--- config.mk ---
export PLATFORM = sky130hd
export DESIGN_NAME = fas_ctrl
export DESIGN_NICKNAME = d
export VERILOG_FILES = /design/src/rtl/core/fas_pkg.sv /design/src/rtl/core/fas_alu.sv /design/src/rtl/core/fas_ctrl.sv
export SDC_FILE = /design/constraint.sdc
export NUM_CORES = 1
export LEC_CHECK = 0
export ABC_AREA = 1
export BUFFER_PORTS_ARGS = -buffer_cell sky130_fd_sc_hd__clkbuf_2
export CORE_ASPECT_RATIO = 0.6
export CORE_MARGIN = 5
export CORE_UTILIZATION = 25
export CTS_CLUSTER_SIZE = 25
export DETAILED_ROUTE_END_ITERATION = 10
export GPL_TIMING_DRIVEN = 0
export SYNTH_ARGS = -nofsm -noshare
export SYNTH_HDL_FRONTEND = slang
export SYNTH_SLANG_ARGS = --single-unit
--- constraint.sdc ---
create_clock -name clk -period 13.37 [get_ports clk]
set_clock_uncertainty 0.15 [all_clocks]
set_input_delay 0.6685 -clock clk [delete_from_list [all_inputs] [get_ports clk]]
set_output_delay 0.6685 -clock clk [all_outputs]
set_load 0.01 [all_outputs]
--- src/rtl/core/fas_pkg.sv ---
`timescale 1ns / 1ps

package fas_pkg;

  localparam int FLASH_WORDS = 16384;
  localparam int PAGE_WORDS  = 2048;

  localparam int WORD_W  = 32;
  localparam int ADDR_W  = $clog2(FLASH_WORDS);
  localparam int PTR_W   = ADDR_W + 1;
  localparam int PAGE_W  = $clog2(PAGE_WORDS);
  localparam int START_W = 14;
  localparam int ACT_W   = 3;

  localparam int IN_DATA_W  = 64;
  localparam int OUT_DATA_W = 32;

  localparam logic [WORD_W-1:0] ERASED_WORD = {WORD_W{1'b1}};
  localparam logic [WORD_W-1:0] FLASH_LIMIT = WORD_W'(FLASH_WORDS);
  localparam logic [PTR_W-1:0]  FLASH_END   = PTR_W'(FLASH_WORDS);

  typedef enum logic [ACT_W-1:0] {
    ACT_APPEND  = 3'd0,
    ACT_WRITE   = 3'd1,
    ACT_RESERVE = 3'd2,
    ACT_MARK    = 3'd3,
    ACT_REWIND  = 3'd4,
    ACT_RESTART = 3'd5
  } action_t;

  typedef enum logic [2:0] {
    ST_CLEAR,
    ST_IDLE,
    ST_EXEC,
    ST_MARK,
    ST_READ,
    ST_TEST,
    ST_FILL,
    ST_FREE
  } state_t;

  typedef struct packed {
    logic [WORD_W-1:0] a;
    logic [WORD_W-1:0] b;
    logic              sub;
  } alu_op_t;

  typedef struct packed {
    logic [WORD_W-1:0] sum;
    logic              carry;
    logic              above;
  } alu_res_t;

  typedef struct packed {
    logic              we;
    logic              re;
    logic [ADDR_W-1:0] addr;
    logic [WORD_W-1:0] wdata;
  } mem_req_t;

endpackage

--- src/rtl/core/fas_alu.sv ---
`timescale 1ns / 1ps

module fas_alu (
  input  fas_pkg::alu_op_t  op,
  output fas_pkg::alu_res_t res
);
  import fas_pkg::*;

  logic [WORD_W:0] full;

  // sub: a - b, carry set when a >= b
  always_comb begin
    full = {1'b0, op.a} + {1'b0, (op.sub ? ~op.b : op.b)} + {{WORD_W{1'b0}}, op.sub};
    res.sum   = full[WORD_W-1:0];
    res.carry = full[WORD_W];
    res.above = full[WORD_W-1:0] > FLASH_LIMIT;
  end

endmodule

--- src/rtl/core/fas_ctrl.sv ---
`timescale 1ns / 1ps

module fas_ctrl (
  input  logic                          clk,
  input  logic                          rst,
  input  logic                          cfg_we,
  input  logic [fas_pkg::START_W-1:0]   cfg_wdata,
  input  logic                          s_valid,
  output logic                          s_ready,
  input  logic [fas_pkg::ACT_W-1:0]     action,
  input  logic [fas_pkg::WORD_W-1:0]    data_word,
  input  logic [fas_pkg::ADDR_W-1:0]    target_address,
  input  logic [fas_pkg::PTR_W-1:0]     word_count,
  output logic                          m_valid,
  input  logic                          m_ready,
  output logic                          status,
  output logic [fas_pkg::PTR_W-1:0]     location,
  output logic                          page_erased,
  output logic [fas_pkg::PTR_W-1:0]     free_words,
  output fas_pkg::mem_req_t             mem_req,
  input  logic [fas_pkg::WORD_W-1:0]    rd_data
);
  import fas_pkg::*;

  state_t             state, state_next;
  logic [ADDR_W-1:0]  clr_cnt;
  logic [START_W-1:0] app_start;
  logic [WORD_W-1:0]  ptr;
  logic [WORD_W-1:0]  common;

  action_t            act;
  logic [WORD_W-1:0]  data_r;
  logic [PTR_W-1:0]   cursor;
  logic [PTR_W-1:0]   cnt_r;
  logic [PTR_W-1:0]   rsv_end;
  logic [WORD_W-1:0]  tmp;
  logic [PTR_W-1:0]   loc;
  logic               status_r;
  logic               erased_r;

  alu_op_t            alu_op;
  alu_res_t           alu_res;

  logic               s_accept;
  logic               out_load;
  logic [PTR_W-1:0]   cursor_inc;
  logic               page_last;
  logic               rd_dirty;
  logic               need_erase;
  logic               done_test;
  logic               done_fill;
  logic               ptr_commit;

  fas_alu u_alu (
    .op  (alu_op),
    .res (alu_res)
  );

  assign s_ready  = (state == ST_IDLE);
  assign s_accept = s_valid && s_ready;
  assign out_load = (state == ST_FREE) && (!m_valid || m_ready);

  always_comb begin
    cursor_inc = cursor + 1'b1;
    page_last  = &cursor[PAGE_W-1:0];
    rd_dirty   = (rd_data != ERASED_WORD);
    need_erase = rd_dirty && (rd_data != data_r);
    if (act == ACT_RESERVE) begin
      done_test = !rd_dirty && (cursor_inc == rsv_end);
      done_fill = page_last && (cursor_inc >= rsv_end);
    end else begin
      done_test = !need_erase || page_last;
      done_fill = page_last;
    end
    ptr_commit = ((state == ST_TEST && done_test) || (state == ST_FILL && done_fill)) &&
                 (act == ACT_APPEND || act == ACT_RESERVE);
  end

  // next state
  always_comb begin
    state_next = state;
    case (state)
      ST_CLEAR: if (&clr_cnt) state_next = ST_IDLE;
      ST_IDLE:  if (s_valid) state_next = ST_EXEC;
      ST_EXEC: begin
        case (act)
          ACT_APPEND, ACT_WRITE: state_next = alu_res.above ? ST_FREE : ST_READ;
          ACT_RESERVE: begin
            state_next = (alu_res.above || cnt_r == '0) ? ST_FREE : ST_READ;
          end
          ACT_MARK: state_next = alu_res.carry ? ST_MARK : ST_FREE;
          default:  state_next = ST_FREE;
        endcase
      end
      ST_MARK: state_next = ST_FREE;
      ST_READ: state_next = ST_TEST;
      ST_TEST: begin
        if (done_test) begin
          state_next = ST_FREE;
        end else if (act == ACT_RESERVE && !rd_dirty) begin
          state_next = ST_READ;
        end else begin
          state_next = ST_FILL;
        end
      end
      ST_FILL: begin
        if (page_last) state_next = done_fill ? ST_FREE : ST_READ;
      end
      ST_FREE: if (out_load) state_next = ST_IDLE;
      default: state_next = ST_CLEAR;
    endcase
  end

  // memory request and shared unit operands
  always_comb begin
    mem_req = '0;
    alu_op  = '0;
    case (state)
      ST_CLEAR: begin
        mem_req.we    = 1'b1;
        mem_req.addr  = clr_cnt;
        mem_req.wdata = ERASED_WORD;
      end
      ST_EXEC: begin
        case (act)
          ACT_APPEND: begin
            alu_op.a = ptr;
            alu_op.b = WORD_W'(1);
          end
          ACT_WRITE: begin
            alu_op.a = {{(WORD_W-PTR_W){1'b0}}, cursor};
            alu_op.b = WORD_W'(1);
          end
          ACT_RESERVE: begin
            alu_op.a = ptr;
            alu_op.b = {{(WORD_W-PTR_W){1'b0}}, cnt_r};
          end
          ACT_MARK: begin
            alu_op.a   = ptr;
            alu_op.b   = {{(WORD_W-START_W){1'b0}}, app_start};
            alu_op.sub = 1'b1;
          end
          ACT_REWIND: begin
            alu_op.a = {{(WORD_W-START_W){1'b0}}, app_start};
            alu_op.b = common;
          end
          default: alu_op.a = ptr;
        endcase
      end
      ST_MARK: begin
        alu_op.a = tmp;
        alu_op.b = WORD_W'(PAGE_WORDS - 1);
      end
      ST_READ: begin
        mem_req.re   = 1'b1;
        mem_req.addr = cursor[ADDR_W-1:0];
      end
      ST_TEST: begin
        if (act != ACT_RESERVE) begin
          mem_req.we    = 1'b1;
          mem_req.addr  = cursor[ADDR_W-1:0];
          mem_req.wdata = data_r;
        end
      end
      ST_FILL: begin
        mem_req.we    = 1'b1;
        mem_req.addr  = cursor[ADDR_W-1:0];
        mem_req.wdata = ERASED_WORD;
      end
      ST_FREE: begin
        alu_op.a   = FLASH_LIMIT;
        alu_op.b   = ptr;
        alu_op.sub = 1'b1;
      end
      default: ;
    endcase
  end

  // control state
  always_ff @(posedge clk) begin
    if (rst) begin
      state     <= ST_CLEAR;
      clr_cnt   <= '0;
      app_start <= '0;
      ptr       <= '0;
      common    <= '0;
      m_valid   <= 1'b0;
    end else begin
      state <= state_next;
      if (cfg_we) app_start <= cfg_wdata;
      if (state == ST_CLEAR) clr_cnt <= clr_cnt + 1'b1;
      if (out_load) begin
        m_valid <= 1'b1;
      end else if (m_ready) begin
        m_valid <= 1'b0;
      end
      case (state)
        ST_EXEC: begin
          case (act)
            ACT_REWIND: ptr <= alu_res.sum;
            ACT_RESTART: begin
              ptr    <= {{(WORD_W-START_W){1'b0}}, app_start};
              common <= '0;
            end
            ACT_MARK: if (!alu_res.carry) common <= '0;
            default: ;
          endcase
        end
        ST_MARK: common <= {alu_res.sum[WORD_W-1:PAGE_W], {PAGE_W{1'b0}}};
        ST_TEST, ST_FILL: if (ptr_commit) ptr <= tmp;
        default: ;
      endcase
    end
  end

  // item payload
  always_ff @(posedge clk) begin
    if (s_accept) begin
      act      <= action_t'(action);
      data_r   <= data_word;
      cursor   <= {1'b0, target_address};
      cnt_r    <= word_count;
      loc      <= ptr[PTR_W-1:0];
      status_r <= 1'b0;
      erased_r <= 1'b0;
    end
    case (state)
      ST_EXEC: begin
        case (act)
          ACT_APPEND: begin
            if (alu_res.above) begin
              status_r <= 1'b1;
            end else begin
              tmp    <= alu_res.sum;
              cursor <= ptr[PTR_W-1:0];
            end
          end
          ACT_WRITE: begin
            loc <= cursor;
            if (alu_res.above) status_r <= 1'b1;
          end
          ACT_RESERVE: begin
            if (alu_res.above) begin
              status_r <= 1'b1;
            end else begin
              tmp     <= alu_res.sum;
              rsv_end <= alu_res.sum[PTR_W-1:0];
              cursor  <= ptr[PTR_W-1:0];
            end
          end
          ACT_MARK: tmp <= alu_res.sum;
          default: ;
        endcase
      end
      ST_TEST: begin
        if (act == ACT_RESERVE) begin
          // a dirty word erases itself and the rest of its page
          if (rd_dirty) begin
            erased_r <= 1'b1;
          end else begin
            cursor <= cursor_inc;
          end
        end else if (need_erase) begin
          erased_r <= 1'b1;
          cursor   <= cursor_inc;
        end
      end
      ST_FILL: cursor <= cursor_inc;
      ST_FREE: begin
        if (out_load) begin
          status      <= status_r;
          location    <= loc;
          page_erased <= erased_r;
          free_words  <= alu_res.carry ? alu_res.sum[PTR_W-1:0] : '0;
        end
      end
      default: ;
    endcase
  end

  a_port_excl: assert property (@(posedge clk) disable iff (rst)
    !(mem_req.we && mem_req.re))
    else $error("memory read and write in one cycle");

  a_fill_stop: assert property (@(posedge clk) disable iff (rst)
    (state == ST_FILL && page_last) |=> state != ST_FILL)
    else $error("fill ran past page end");

  a_out_src: assert property (@(posedge clk) disable iff (rst)
    $rose(m_valid) |-> $past(state) == ST_FREE)
    else $error("result loaded outside result step");

  a_cursor_rng: assert property (@(posedge clk) disable iff (rst)
    (state == ST_READ || state == ST_FILL) |-> cursor < FLASH_END)
    else $error("cursor beyond flash end");

  a_ovf_clean: assert property (@(posedge clk) disable iff (rst)
    (m_valid && status) |-> !page_erased)
    else $error("overflow item reports an erase");

endmodule

==> out/metrics.yaml, run 1 <==
slew_headroom_pct: 12.4
seqPwrFrac_pct: 49.5
first_global_vias: 13700
synthCells: 1937
grt_max_degree: 60
hpwl_mm: 54.5
critical_path_arrival_ns: 7.34
grt_pass1_wl_mm: 95.0
hold_class: "in -> reg"
routabilityCongestion: 1.03
insertion_delay_ns: 0.59
whs_path_depth: 1
drt_iter0_drc: 2058
max_freq_mhz: 138
post_cts_buffers: 0
stdcell_count: 2957
synth_ff_type: "edfxtp_1"
hold_end: "cnt_r[14]"
worstPathRequired_ns: 13.49
worst_setup_path_end_kind: "register"
wirelength_mm: 67.1
wl_per_cell_microns: 22.7
p_sw_share_pct: 23.0
pwr-share-clk_pct: 47.3
crit_type: "reg -> reg"
power.switching_mw: 0.371
drive_gt1_share_pct: 13.7
fin_tns_setup_ns: 0
rrSetupSlack_ns: 6.15
hp-start: "word_count[14]"
cts_tree: "built"
period_needed_ns: 7.22
synth_top_area_cell: "edfxtp_1"
ys_ff_latch: 246
synth_common_cells: "nand2_1 (379), inv_1 (259), o21ai_0 (178), a21oi_1 (160), nor2_1 (160)"
final_util_pct: 30.4
synth.avg_cell_area_sq_um: 7.58
yosysMostFrequentCell: "nand2_1"
antenna_found_initial: 1
cts_hold_buf: 0
via_per_inst: 5.18
reg2reg_depth: 25
tightestPinTransition_ns: 1.31
yosys_warnings: 0
synth_edf_count: 129
numPortBuffers: 196
r2r_start: "act[2]"
fp-row-count: 68
crit_path_max_fanout: 22
rsz0062_at_grt: "false"
intPower_mw: 1.24
cts.clk_slew.worst_paths_ns: 0.06
detail-route-antenna-nets: 0
syn_area_sq_um: 14700
synth_area_leaders: "edfxtp_1 (26%), dfxtp_1 (16%), nand2_1 (9.7%), inv_1 (6.6%), o21ai_0 (6.1%)"
yosysSeqAreaShare_pct: 42.4
cts_made_buffers: 27
cts-root-buf: "clkbuf_16"
area_growth_pct: 19.8
die_x_microns: 323
syn-num-nets: 2101
hold_violations: 0
finalCritPeriodShare_pct: 54.0
setup_viol: 0
die_height_microns: 198
async_reset_ff_share_pct: 0
worstReg2RegEnd: "tmp[17]"
status: "complete, no violations"
cts-resized-gates: 0
cts_sinks: 246
initial_core_util_pct: 25.4
power_density_nw_per_um2: 91.6
synth_top_cell_area_share_pct: 26.4
grt.total_usage_pct: 20.1
p_comb_share_pct: 3.1
vias: 15300
die_area_sq_um: 63800
synth.distinct_cells: 54
clockBufferDepth: 3
overflow: 0
drc: 0
slew_violations: 0
p_leak_nw: 7.50
dr.pass1.iters: 6
coreArea_sq_um: 57800
critPathLaunchType: "register"
dpl.cell_count: 2906
nets: 2329
num_io_pins: 197
maxCapViolations: 0
ir_drop_mv: 0.0927
h-tree-depth: 1
## flip-flops by register name (all words and copies together), names as in the netlist, 14 cells and up
name,flops
app_start,14
clr_cnt,14
cnt_r,15
common,21
cursor,15
data_r,32
free_words,15
loc,15
location,15
ptr,32
rsv_end,15
tmp,32
## cell usage in the layout, fill, tap and decap left out, types with 4 or more instances in the layout
cell type and count:
nand3_1 103, o21a_1 6, nor3_1 18, a21oi_1 160
a32oi_1 4, a22oi_1 12, nand2_2 17, o221ai_1 15
clkinv_1 6, edfxtp_1 129, inv_2 9, inv_1 259
dfxtp_1 117, a31oi_1 4, nand4_1 27, clkbuf_2 196
a21o_1 4, o21ai_0 178, or2_2 9, buf_1 12
o211ai_1 7, o21ai_1 6, xor2_1 25, xnor2_1 27
clkinv_2 7, nor2_1 159, nor4_1 7, ha_1 48
clkbuf_1 68, clkbuf_16 29, nand3b_1 12, nand2_1 379
o22ai_1 72, a211oi_1 5
## layout make-up
type                            count  area (sq um)
Sequential cell                   246          6220
Buffer                             78           313
Multi-Input combinational cell   1340          7150
Tap cell                          770           963
Clock inverter                     13           111
Antenna cell                        1          2.50
Fill cell                        6229         40200
Timing Repair Buffer              199          1030
Clock buffer                       37           776
Inverter                          273          1030
## routing by layer
metal  routed length (microns)  global-route usage [%]  share of wire (%)  vias up
li1                          -                       -                  -     7050
met1                     32900                    32.2                 49     7303
met2                     22600                    23.2                 34      900
met3                     10600                    10.2                 16       63
met4                       900                    2.78                1.3        2
met5                        90                    1.33               0.13        -
## worst max-delay path by stage
stage | start | end | slack [ns]
detailed placement | act[0] | tmp[20] | 6.52
CTS | act[0] | tmp[19] | 6.49
global placement | act[0] | tmp[26] | 4.11
finish | act[2] | tmp[17] | 6.15
floorplan | act[0] | tmp[0] | 7.63
global route | act[2] | tmp[17] | 5.97
## power by group through the flow
stage,clock network [mW],registers [mW],logic (mW)
finish,0.763,0.798,0.0507
global route,0.802,0.798,0.0541
CTS,0.774,0.798,0.0489
detailed placement,0,0.814,0.0486
global placement,0,0.814,0.0486
floorplan,0,0.811,0.0168
## kinds of logic (layout without fill, tap and decap cells)
group	after synthesis	in the layout	synth area share [%]
buffers and inverters	351	600	9.10
other	0	1	0
DFF	246	246	42.4
adders and majority gates	49	49	4.23
xor gates and xnor gates	57	57	3.66
and+or+nand+nor	743	743	21.8
AOI/OAI and AO/OA	491	491	18.9
## stage by stage
step	hold slack [ns]	total power, mW	cell area, sq um	setup WS, ns
finish	0.0983	1.61	17600	6.15
CTS	0.0769	1.62	17600	6.49
global placement	0.265	0.863	16600	4.11
detailed placement	0.270	0.863	16700	6.52
global route	0.0858	1.65	17600	5.97
floorplan	0.259	0.828	14700	7.63
## worst max-delay path, cell delays in order (launching register included)
cell and delay [ns]:
edfxtp_1 0.53, inv_2 0.14, nand3_2 0.19, nand2_2 0.25
clkinv_1 0.30, nand2_1 0.53, clkbuf_1 0.57, o22ai_1 0.28
ha_1 0.46, nand2_1 0.16, nor2_1 0.18, inv_1 0.08
nor3_1 0.19, nand3_1 0.11, nand3_1 0.25, nand2_1 0.11
nand2_1 0.14, nand2_1 0.07, nand2_1 0.07, xor2_1 0.44
nand3_1 0.16, a21oi_2 0.35, nand3_4 0.21, buf_6 0.22
o21ai_4 0.46, buf_12 0.28
Note: power is estimated with default switching activity, not from simulation.
==> run 2: changes to the inputs <==
==> constraint.sdc (replaced) <==
create_clock -name clk -period 7.2 [get_ports clk]
set_clock_uncertainty 0.15 [all_clocks]
set_input_delay 0.36 -clock clk [delete_from_list [all_inputs] [get_ports clk]]
set_output_delay 0.36 -clock clk [all_outputs]
set_load 0.01 [all_outputs]
==> run 2 against run 1 <==
  * Setup slack lost 5.9 ns
  * Die area unchanged
  * Sequential power rose by 85%
  * Clock-buffer cell count stayed put
  * Wire length up 1.0%
  * Final area is 3.9% higher
==> out/metrics.yaml, run 2 (same netlist as run 1, synthesis figures left out) <==
status: "complete, no violations"
crit_type: "reg -> reg"
drt_iter0_drc: 1954  # -5.1%
slew_headroom_pct: 11.0  # -1.3 points
critPathLaunchType: "register"
layout_commonest_cell: "nand2_1"
hold_class: "in -> reg"
crit_start: "act[2]"
drc: 0  # unchanged
hold_violations: 0  # unchanged
coreArea_sq_um: 57800  # unchanged
whs_ns: 0.0253  # -0.0731 ns
die_height_microns: 198  # unchanged
power.switching_mw: 0.696  # +88%
area_growth_pct: 24.5
drive_gt1_share_pct: 13.4  # -0.32 points
worstPathRequired_ns: 7.32  # -6.17 ns
initial_core_util_pct: 25.4  # unchanged
max_freq_mhz: 145  # +4.4%
first_global_vias: 14000  # +2.3%
via_per_inst: 5.14  # -0.84%
post_cts_buffers: 0  # unchanged
grt.total_usage_pct: 20.4  # +0.24 points
numPortBuffers: 196  # unchanged
p_leak_nw: 7.80  # +3.9%
period_needed_ns: 6.92  # -0.302 ns
p_comb_share_pct: 4.2  # +1.1 points
finalCritPeriodShare_pct: 96.1  # +42 points
ir_drop_mv: 0.172  # +85%
die_area_sq_um: 63800  # unchanged
cts.clk_slew.worst_paths_ns: 0.06  # about the same
seqPwrFrac_pct: 49.0  # -0.5 points
cts-root-buf: "clkbuf_16"
finalInstanceArea_sq_um: 18300  # +3.9%
grt_pass1_wl_mm: 96.5  # +1.6%
vias: 15500  # +1.4%
cts_sinks: 246  # unchanged
worst_setup_path_end_kind: "register"
critical_path_arrival_ns: 7.04  # -0.30 ns
wirelength_mm: 67.8  # +1.0%
setup_slack_ns: 0.280  # -5.87 ns
tightestPinTransition_ns: 1.33  # +0.0201 ns
routabilityCongestion: 1.03  # unchanged
rsz0062_at_grt: "false"
power_density_nw_per_um2: 166  # +81%
insertion_delay_ns: 0.59  # about the same
dr.pass1.iters: 5  # -1
hpwl_mm: 54.5  # unchanged
crit_path_max_fanout: 22  # unchanged
dpl.cell_count: 2906  # unchanged
top_regs: "data_r (32), ptr (32), tmp (32)"
intPower_mw: 2.33  # +88%
overflow: 0  # unchanged
pre_cts_ws_ns: 0.346  # -6.17 ns
most-common-layout-cells: "nand2_1 (379), inv_1 (259), clkbuf_2 (198), o21ai_0 (178), a21oi_1 (160)"
fp-row-count: 68  # unchanged
cts_made_buffers: 27  # unchanged
grt_max_degree: 60  # unchanged
wl_per_cell_microns: 22.4  # -1.2%
detail-route-antenna-nets: 0  # unchanged
placed_area_sq_um: 16700  # unchanged
h-tree-depth: 1  # unchanged
cts_tree: "built"
r2r_start: "act[2]"
maxCapViolations: 0  # unchanged
clockBufferDepth: 3  # unchanged
p_sw_share_pct: 23.0  # about the same
stdcell_count: 3024  # +2.3%
num_io_pins: 197  # unchanged
hp-start: "m_ready"
slew_violations: 0  # unchanged
pwr-share-clk_pct: 46.8  # -0.5 points
die_x_microns: 323  # unchanged
antenna_found_initial: 1  # unchanged
nets: 2396  # +2.9%
setup_viol: 0  # unchanged
==> run 2: cell count changes in the layout (fill, tap and decap cells not counted) <==
| cell | change |
|---|---|
| clkbuf_1 | -3 |
| clkbuf_2 | +2 |
| dlygate4sd3_1 | +68 |
==> run 2: stage by stage <==
step                power [mW]  TNS (ns)  utilization, %
floorplan                 1.54         0               -
global placement          1.60    -73.20            28.8
detailed placement        1.60         0            28.9
CTS                       3.04         0            31.6
global route              3.11         0            31.6
finish                    3.02         0            31.6
==> run 2: area by class of cell <==
type,instances,area [sq um]
fillers,6167,39500
multi-input cells,1340,7150
flip-flops and latches,246,6220
repair buffers,267,1710
inverters,273,1030
well taps,770,963
clock buffers,37,776
plain buffers,77,312
clock inverters,13,111
diodes,1,2.50
==> run 2: critical path: stages, from the launching register on <==
cell	delay, ns
edfxtp_1	0.52
inv_2	0.14
nand3_2	0.19
nand2_2	0.25
clkinv_1	0.30
nand2_1	0.51
clkbuf_2	0.38
o22ai_1	0.20
ha_1	0.44
nand2_1	0.16
nor2_1	0.18
inv_1	0.07
nor3_1	0.19
nand3_1	0.11
nand3_1	0.24
nand2_1	0.10
nand2_1	0.14
nand2_1	0.07
nand2_1	0.07
xor2_1	0.45
nand3_1	0.16
a21oi_2	0.35
nand3_4	0.21
buf_6	0.22
o21ai_4	0.46
buf_12	0.28
==> run 2: worst paths after layout <==
check	end	slack (ns)	depth (start not counted)
setup / recovery	tmp[17]	0.28	25
setup reg to reg	tmp[17]	0.28	25
hold / removal	m_valid	0.03	3
hold reg to reg	location[0]	0.29	0
==> run 2: power groups by stage <==
stage               Sequential (mW)  Combinational (mW)  Clock, mW
detailed placement             1.51              0.0903          0
finish                         1.48               0.126       1.42
global placement               1.51              0.0903          0
global route                   1.48               0.134       1.49
floorplan                      1.51              0.0311          0
CTS                            1.48               0.121       1.44
==> run 2: layer usage <==
layer,vias up,wire length [microns],track usage [%]
met5,-,117,1.33
met4,2,949,2.83
met3,69,10900,10.2
met2,909,23200,23.9
met1,7373,32700,32.3
li1,7181,-,-
==> run 2: repair_timing <==
action / in CTS / in global routing
gates resized for setup: 0 / 4
hold endpoints to repair: 64 / 0
hold buffers: 68 / 0
setup endpoints to repair: 0 / 42
